===== config.mk =====
export PLATFORM = sky130hd
export DESIGN_NAME = button_debounce_press_classifier_top
export DESIGN_NICKNAME = d
export VERILOG_FILES = /design/src/sv/bdpc_pkg.sv /design/src/sv/button_debounce_press_classifier_top.sv /design/src/sv/bdpc_front.sv /design/src/sv/bdpc_queue.sv /design/src/sv/bdpc_back.sv
export SDC_FILE = /design/constraint.sdc
export NUM_CORES = 1
export LEC_CHECK = 0
export BUFFER_PORTS_ARGS = -buffer_cell sky130_fd_sc_hd__buf_4
export CAP_MARGIN = 10
export CORE_MARGIN = 3
export CORE_UTILIZATION = 30
export CTS_BUF_LIST = sky130_fd_sc_hd__clkbuf_4 sky130_fd_sc_hd__clkbuf_8 sky130_fd_sc_hd__clkbuf_16
export DETAILED_ROUTE_END_ITERATION = 12
export GPL_TIMING_DRIVEN = 0
export RECOVER_POWER = 100
export SYNTH_ARGS = -nofsm -noshare
export SYNTH_HDL_FRONTEND = slang
export SYNTH_SLANG_ARGS = --single-unit

===== constraint.sdc =====
create_clock -name clk -period 12.7 [get_ports clk]
set_input_delay 0.635 -clock clk [delete_from_list [all_inputs] [get_ports clk]]
set_output_delay 0.635 -clock clk [all_outputs]
set_load 0.05 [all_outputs]

===== src/sv/bdpc_pkg.sv =====
// Shared types and constants for the button debounce and press classifier.
`default_nettype none
package bdpc_pkg;

	localparam int TIME_W = 32;
	localparam int CFG_W = 16;
	localparam int CFG_IDX_W = 8;
	localparam int QDEPTH = 4;
	localparam int QAW = $clog2(QDEPTH);
	localparam int QCW = $clog2(QDEPTH + 1);

	localparam logic [CFG_IDX_W-1:0] CFG_DEBOUNCE = 8'd0;
	localparam logic [CFG_IDX_W-1:0] CFG_SHORT_LIMIT = 8'd1;
	localparam logic [CFG_IDX_W-1:0] CFG_LONG = 8'd2;
	localparam logic [CFG_IDX_W-1:0] CFG_VERY_LONG = 8'd3;

	localparam logic [CFG_W-1:0] DEBOUNCE_RST = 16'd50;
	localparam logic [CFG_W-1:0] SHORT_LIMIT_RST = 16'd1000;
	localparam logic [CFG_W-1:0] LONG_RST = 16'd3000;
	localparam logic [CFG_W-1:0] VERY_LONG_RST = 16'd5000;

	typedef enum logic [1:0] {
		EV_RELEASE = 2'd0,
		EV_SHORT = 2'd1,
		EV_LONG = 2'd2,
		EV_VLONG = 2'd3
	} ev_kind_t;

	typedef struct packed {
		logic raw_pressed;
		logic [TIME_W-1:0] now_ms;
	} sample_t;

	typedef struct packed {
		logic [1:0] event_kind;
		logic [TIME_W-1:0] duration_ms;
		logic last_event;
	} evt_t;

	// One queued command: one or two events that share a duration.
	typedef struct packed {
		logic pair;
		ev_kind_t k0;
		ev_kind_t k1;
		logic [TIME_W-1:0] dur;
	} cmd_t;

	typedef struct packed {
		logic vld;
		cmd_t cmd;
	} qport_t;

endpackage
`default_nettype wire


===== src/sv/button_debounce_press_classifier_top.sv =====
// Top level of the button debounce and press classifier.
//
// Channel   Direction  Handshake                  Payload
// sample    in         sample_valid/sample_ready  sample_t: raw_pressed, now_ms
// evt       out        evt_valid/evt_ready        evt_t: event_kind, duration_ms, last_event
// cfg       in         cfg_valid/cfg_ready        cfg_index, cfg_data (16 bit)
//
// The front end takes one sample transaction per cycle while the queue is not full, and
// updates the debounce state in that same cycle, so samples can arrive back to back. Each
// sample causes zero, one or two events; they enter a four-entry command queue as a single
// command. The back end drains the queue at one event per cycle through its output register
// while evt_ready allows it, so a sample with two events costs two output transactions.
// A stalled output fills the queue, and sample_ready drops only when the queue is full.
// Reset is asynchronous and active low; it restores the default thresholds and clears the
// debounce state. The configuration port is always ready.
`default_nettype none
module button_debounce_press_classifier_top
	import bdpc_pkg::*;
(
	input wire logic clk,
	input wire logic arst_n,
	input wire logic sample_valid,
	output logic sample_ready,
	input wire sample_t sample,
	output logic evt_valid,
	input wire logic evt_ready,
	output evt_t evt,
	input wire logic cfg_valid,
	output logic cfg_ready,
	input wire logic [CFG_IDX_W-1:0] cfg_index,
	input wire logic [CFG_W-1:0] cfg_data
);

	// Command traffic between the two halves. A command carries the first event kind,
	// the second kind when there is a pair, and the shared duration.
	qport_t push, pop;
	logic q_full, pop_en;

	// Classifier: debounce, stable level tracking and one-shot long press flags.
	bdpc_front u_front (
		.clk(clk),
		.arst_n(arst_n),
		.sample_valid(sample_valid),
		.sample_ready(sample_ready),
		.sample(sample),
		.cfg_valid(cfg_valid),
		.cfg_ready(cfg_ready),
		.cfg_index(cfg_index),
		.cfg_data(cfg_data),
		.q_full(q_full),
		.push(push)
	);

	// Decoupling queue so that an output stall does not stop sampling right away.
	bdpc_queue u_queue (
		.clk(clk),
		.arst_n(arst_n),
		.push(push),
		.full(q_full),
		.pop_en(pop_en),
		.pop(pop)
	);

	// Emitter: splits a paired command into two event transactions, the second one
	// carrying the last_event mark.
	bdpc_back u_back (
		.clk(clk),
		.arst_n(arst_n),
		.pop(pop),
		.pop_en(pop_en),
		.evt_valid(evt_valid),
		.evt_ready(evt_ready),
		.evt(evt)
	);

endmodule
`default_nettype wire


===== src/sv/bdpc_front.sv =====
// Front end: configuration registers, debounce state and event classification.
`default_nettype none
module bdpc_front
	import bdpc_pkg::*;
(
	input wire logic clk,
	input wire logic arst_n,
	input wire logic sample_valid,
	output logic sample_ready,
	input wire sample_t sample,
	input wire logic cfg_valid,
	output logic cfg_ready,
	input wire logic [CFG_IDX_W-1:0] cfg_index,
	input wire logic [CFG_W-1:0] cfg_data,
	input wire logic q_full,
	output qport_t push
);

	logic [CFG_W-1:0] debounce_q, short_limit_q, long_q, very_long_q;
	logic stable_q, prev_raw_q, long_fired_q, very_long_fired_q;
	logic [TIME_W-1:0] db_start_q, press_start_q;

	logic acc, raw, flip, press, rel, stable_nx, lf_eff, vf_eff, fire_l, fire_v, is_short;
	logic [TIME_W-1:0] now, db_start, db_el, since, held;

	assign sample_ready = !q_full;
	assign cfg_ready = 1'b1;
	assign acc = sample_valid && sample_ready;

	always_comb begin
		raw = sample.raw_pressed;
		now = sample.now_ms;
		db_start = (raw != prev_raw_q) ? now : db_start_q;
		db_el = now - db_start;
		flip = (db_el > {{(TIME_W-CFG_W){1'b0}}, debounce_q}) && (raw != stable_q);
		press = flip && raw;
		rel = flip && !raw;
		stable_nx = flip ? raw : stable_q;
		since = now - press_start_q;
		held = press ? '0 : since;
		lf_eff = press ? 1'b0 : long_fired_q;
		vf_eff = press ? 1'b0 : very_long_fired_q;
		fire_l = stable_nx && !lf_eff && (held >= {{(TIME_W-CFG_W){1'b0}}, long_q});
		fire_v = stable_nx && !vf_eff && (held >= {{(TIME_W-CFG_W){1'b0}}, very_long_q});
		is_short = since < {{(TIME_W-CFG_W){1'b0}}, short_limit_q};

		push.cmd.k1 = rel ? EV_SHORT : EV_VLONG;
		if (rel) begin
			push.vld = acc;
			push.cmd.pair = is_short;
			push.cmd.k0 = EV_RELEASE;
			push.cmd.dur = since;
		end else begin
			push.vld = acc && (fire_l || fire_v);
			push.cmd.pair = fire_l && fire_v;
			push.cmd.k0 = fire_l ? EV_LONG : EV_VLONG;
			push.cmd.dur = held;
		end
	end

	always_ff @(posedge clk or negedge arst_n) begin
		if (!arst_n) begin
			debounce_q <= DEBOUNCE_RST;
			short_limit_q <= SHORT_LIMIT_RST;
			long_q <= LONG_RST;
			very_long_q <= VERY_LONG_RST;
		end else if (cfg_valid && cfg_ready) begin
			unique case (cfg_index)
				CFG_DEBOUNCE: debounce_q <= cfg_data;
				CFG_SHORT_LIMIT: short_limit_q <= cfg_data;
				CFG_LONG: long_q <= cfg_data;
				CFG_VERY_LONG: very_long_q <= cfg_data;
				default: ;
			endcase
		end
	end

	always_ff @(posedge clk or negedge arst_n) begin
		if (!arst_n) begin
			stable_q <= 1'b0;
			prev_raw_q <= 1'b0;
			db_start_q <= '0;
			press_start_q <= '0;
			long_fired_q <= 1'b0;
			very_long_fired_q <= 1'b0;
		end else if (acc) begin
			stable_q <= stable_nx;
			prev_raw_q <= raw;
			db_start_q <= db_start;
			if (press) begin
				press_start_q <= now;
			end
			long_fired_q <= lf_eff || fire_l;
			very_long_fired_q <= vf_eff || fire_v;
		end
	end

endmodule
`default_nettype wire


===== src/sv/bdpc_queue.sv =====
// Small command queue between the classifier and the event emitter.
`default_nettype none
module bdpc_queue
	import bdpc_pkg::*;
(
	input wire logic clk,
	input wire logic arst_n,
	input wire qport_t push,
	output logic full,
	input wire logic pop_en,
	output qport_t pop
);

	cmd_t mem_q [QDEPTH];
	logic [QAW-1:0] wr_ptr_q, rd_ptr_q;
	logic [QCW-1:0] cnt_q;
	logic do_push, do_pop;

	assign full = (cnt_q == QCW'(QDEPTH));
	assign do_push = push.vld && !full;
	assign do_pop = pop_en && (cnt_q != '0);
	assign pop.vld = (cnt_q != '0);
	assign pop.cmd = mem_q[rd_ptr_q];

	always_ff @(posedge clk) begin
		if (do_push) begin
			mem_q[wr_ptr_q] <= push.cmd;
		end
	end

	always_ff @(posedge clk or negedge arst_n) begin
		if (!arst_n) begin
			wr_ptr_q <= '0;
			rd_ptr_q <= '0;
			cnt_q <= '0;
		end else begin
			if (do_push) begin
				wr_ptr_q <= wr_ptr_q + QAW'(1);
			end
			if (do_pop) begin
				rd_ptr_q <= rd_ptr_q + QAW'(1);
			end
			if (do_push && !do_pop) begin
				cnt_q <= cnt_q + QCW'(1);
			end else if (do_pop && !do_push) begin
				cnt_q <= cnt_q - QCW'(1);
			end
		end
	end

endmodule
`default_nettype wire


===== src/sv/bdpc_back.sv =====
// Back end: unpacks queued commands into single events on the output register.
`default_nettype none
module bdpc_back
	import bdpc_pkg::*;
(
	input wire logic clk,
	input wire logic arst_n,
	input wire qport_t pop,
	output logic pop_en,
	output logic evt_valid,
	input wire logic evt_ready,
	output evt_t evt
);

	logic evt_valid_q, pend_valid_q;
	evt_t evt_q;
	ev_kind_t pend_kind_q;
	logic [TIME_W-1:0] pend_dur_q;
	logic load;

	assign load = !evt_valid_q || evt_ready;
	assign pop_en = load && !pend_valid_q && pop.vld;
	assign evt_valid = evt_valid_q;
	assign evt = evt_q;

	always_ff @(posedge clk or negedge arst_n) begin
		if (!arst_n) begin
			evt_valid_q <= 1'b0;
			pend_valid_q <= 1'b0;
		end else if (load) begin
			if (pend_valid_q) begin
				evt_valid_q <= 1'b1;
				pend_valid_q <= 1'b0;
			end else begin
				evt_valid_q <= pop.vld;
				pend_valid_q <= pop.vld && pop.cmd.pair;
			end
		end
	end

	always_ff @(posedge clk) begin
		if (load) begin
			if (pend_valid_q) begin
				evt_q.event_kind <= pend_kind_q;
				evt_q.duration_ms <= pend_dur_q;
				evt_q.last_event <= 1'b1;
			end else begin
				evt_q.event_kind <= pop.cmd.k0;
				evt_q.duration_ms <= pop.cmd.dur;
				evt_q.last_event <= !pop.cmd.pair;
			end
		end
		if (pop_en) begin
			pend_kind_q <= pop.cmd.k1;
			pend_dur_q <= pop.cmd.dur;
		end
	end

endmodule
`default_nettype wire


==> results.md <==
- Slowest CP cell: and2_1
- Status: complete, but fails checks
- Layout overhead on the synthesized area: 15.5%
- Total GRT Usage: 0.142
- Post-cts resize count: 1
- Drt drc: 0
- Clock skew: 29.2 ps
- Worst-path clk slew: 70 ps
- DIE HEIGHT: 259 µm
- Final count of negative-setup-slack endpoints: 0
- Detail Route Antenna Nets: 0
- Worst Tran Pin Value: 4870 ps
- Detailed placement HPWL: 36300 µm
- Failing checks: capacitance limit, slew limit
- Worst Setup End Kind: register
- Final period util: 0.931
- Post-Synthesis Cells: 1616
- Initial cell density of the core: 0.304
- TritonRoute pass-1 iters: 5
- CTS Buf Count: 39
- Worst hold path type: input port to register
- Root buffer cell: clkbuf_16
- Top cell type's share of synthesized area: 0.324
- Worst setup SP type: register
- Placed Instances: 2568
- #FFs+latches synth: 349
- Number of hold buffers added after cts: 0
- M2 GR Usage: 0.242
- Largest net degree at the start of global routing: 92
- Main area contributors after synthesis: edfxtp_1, dfrtp_1, mux2_2
- Fin cells: 2642
- Fmax: 84.6 MHz
- Pwr dens: 274 nW/µm²
- Initial antenna violation count: 3
- Most common cell after layout, fill and taps aside: edfxtp_1
- Post-Syn Area per Cell: 11.9 µm²
- Die area: 67300 µm²
- Fin nets: 1946
- Die width: 259 µm
- Final Critical Period: 11830 ps
- Slew margin rel.: -2.25
- Max clock buf depth: 3
- Row cnt: 92
- CP arrival: 12030 ps
- CP delay by family, top: compound AO/OA/AOI/OAI gates
- Worst Path Required: 12910 ps
- Initial DRC Count: 710
- Routed via count: 13100
- Post-CTS setup buffers: 0
- Clock latency on the worst-skew pair: 570 ps
- Share of cells above drive strength 1: 0.199
- Leak: 8.66 nW
- FF/Latch Area: 9800 µm²
- Via-to-Cell Ratio: 4.95
- Worst slack, placed: -382 ps
- Sink Count: 349
- Post-synthesis sequential area ratio: 0.509
- RSZ-0062 raised after global routing: false
- WS Path Type: register to register
- Post-synth EDFFs: 208
- Met3 Use GR: 0.0220
- Crit path buf inv count: 6
- Peak supply drop: 84.9 µV
- Worst path max stage delay: 650 ps
- Netlist Area Pre-Place: 19300 µm²
- # IOs: 100
- Area of the multi-input gates: 8730 µm²
- Post-layout util: 0.351
- Hold_ws: 344 ps
- H-tree depth: 2
- Max Slew Vio Count: 144
- Final WL: 47800 µm
- Input/output buffers: 97
- Hold Vio Cnt, Final: 0
- Post-synth cell types: 87
- Busiest grt layer: met2
- Async set or reset register ratio after synthesis: 0.404
- Post-synth top flop: edfxtp_1
- CTS tree: yes
- Yosys warning total: 0
- Core area: 63300 µm²
- Mean routed wirelength per cell: 18.1 µm
- Most frequent CP cell: o21ai_0
- CP max FO: 22
- First-pass GRT wire length: 75000 µm
- Post-route setup slack: 875 ps
- Vias in the first global route: 13400
- Met1 usage: 0.183
- Commonest non-fill, non-tap cells in the layout: edfxtp_1, mux2_2, inv_1
- Max-cap violations: 2
- Synth Net Count: 1800
- Fillers: 6269
- Largest area contributor in the netlist: edfxtp_1
- GR Overflow Total: 0
- GPL Wtd Cong: 0.849
[worst paths after layout]
kind	from	to	slack, ps	cells after the start
min in group asynchronous	arst_n	u_front.long_q[2]	1100	1
setup reg to reg	u_front.prev_raw_q	u_queue.mem_q[3][19]	870	44
max in group asynchronous	arst_n	u_front.db_start_q[23]	5760	2
hold reg to reg	u_front.press_start_q[5]	u_front.press_start_q[5]	480	2
hold / removal	cfg_data[0]	u_front.short_limit_q[0]	340	2
setup / recovery	u_front.prev_raw_q	u_queue.mem_q[3][19]	870	44
[cell type report]
| type | count | share of cell area |
|---|---|---|
| flip-flops and latches | 349 | 0.441 |
| well taps | 846 | 0.0476 |
| diodes | 3 | 0.000337 |
| plain buffers | 61 | 0.0111 |
| clock inverters | 26 | 0.0108 |
| multi-input cells | 1078 | 0.393 |
| inverters | 127 | 0.0214 |
| repair buffers | 106 | 0.0285 |
| clock buffers | 46 | 0.0470 |
[cell usage after synthesis, types with 20 or more instances]
cell / count
a21o_1: 23
nor2_1: 86
dfstp_2: 21
nor2b_1: 51
edfxtp_1: 208
clkbuf_1: 47
xnor2_1: 34
nand4_1: 24
mux2i_1: 20
mux4_2: 36
mux2_2: 136
xor2_1: 28
a21oi_1: 71
inv_1: 127
ha_1: 120
o21ai_0: 90
dfrtp_1: 120
nand2_1: 106
[stage by stage]
stage	power [mW]	cell area, µm²	TNS, ps
4_1_cts	6.23	22500	0
3_3_place_gp	4.97	21000	-115680
6_report	6.10	22200	0
5_1_grt	6.56	22200	0
2_1_floorplan	4.17	19300	0
3_5_place_dp	5.07	21200	-15020
[power breakdown]
part / internal, mW / switching (mW) / leakage (nW) / total [mW]
registers: 1.77 / 0.127 / 3.61 / 1.89
clock network: 0.658 / 0.469 / 0.627 / 1.13
logic: 1.17 / 1.90 / 4.42 / 3.08
[logic make-up (layout without fill, tap and decap cells)]
| group | count (synthesis) | count (layout) | synth area share |
|---|---|---|---|
| DFF | 349 | 349 | 0.509 |
| xor gates and xnor gates | 63 | 63 | 0.0296 |
| and+or+nand+nor | 365 | 365 | 0.0954 |
| AOI/OAI and AO/OA | 327 | 327 | 0.112 |
| adders and majority gates | 129 | 129 | 0.0837 |
| muxes | 193 | 193 | 0.133 |
| other | 1 | 4 | 0.000195 |
| buffers and inverters | 189 | 366 | 0.0380 |
[registers in the layout, indices dropped and copies added, names as in the netlist, 3 cells and up]
register               cells
u_front.very_long_q       16
u_queue.mem_q            140
u_front.press_start_q     32
u_front.short_limit_q     16
u_front.debounce_q        16
u_front.db_start_q        32
u_back.evt                35
u_front.long_q            16
u_back.pend_dur_q         32
u_queue.cnt_q              3
[routing by layer]
| metal | up-vias | share of wire |
|---|---|---|
| met5 | - | 0 |
| met4 | 0 | 0.029 |
| met3 | 85 | 0.041 |
| met2 | 276 | 0.48 |
| met1 | 6458 | 0.45 |
| li1 | 6253 | - |
(Power assumes the default switching activity.)
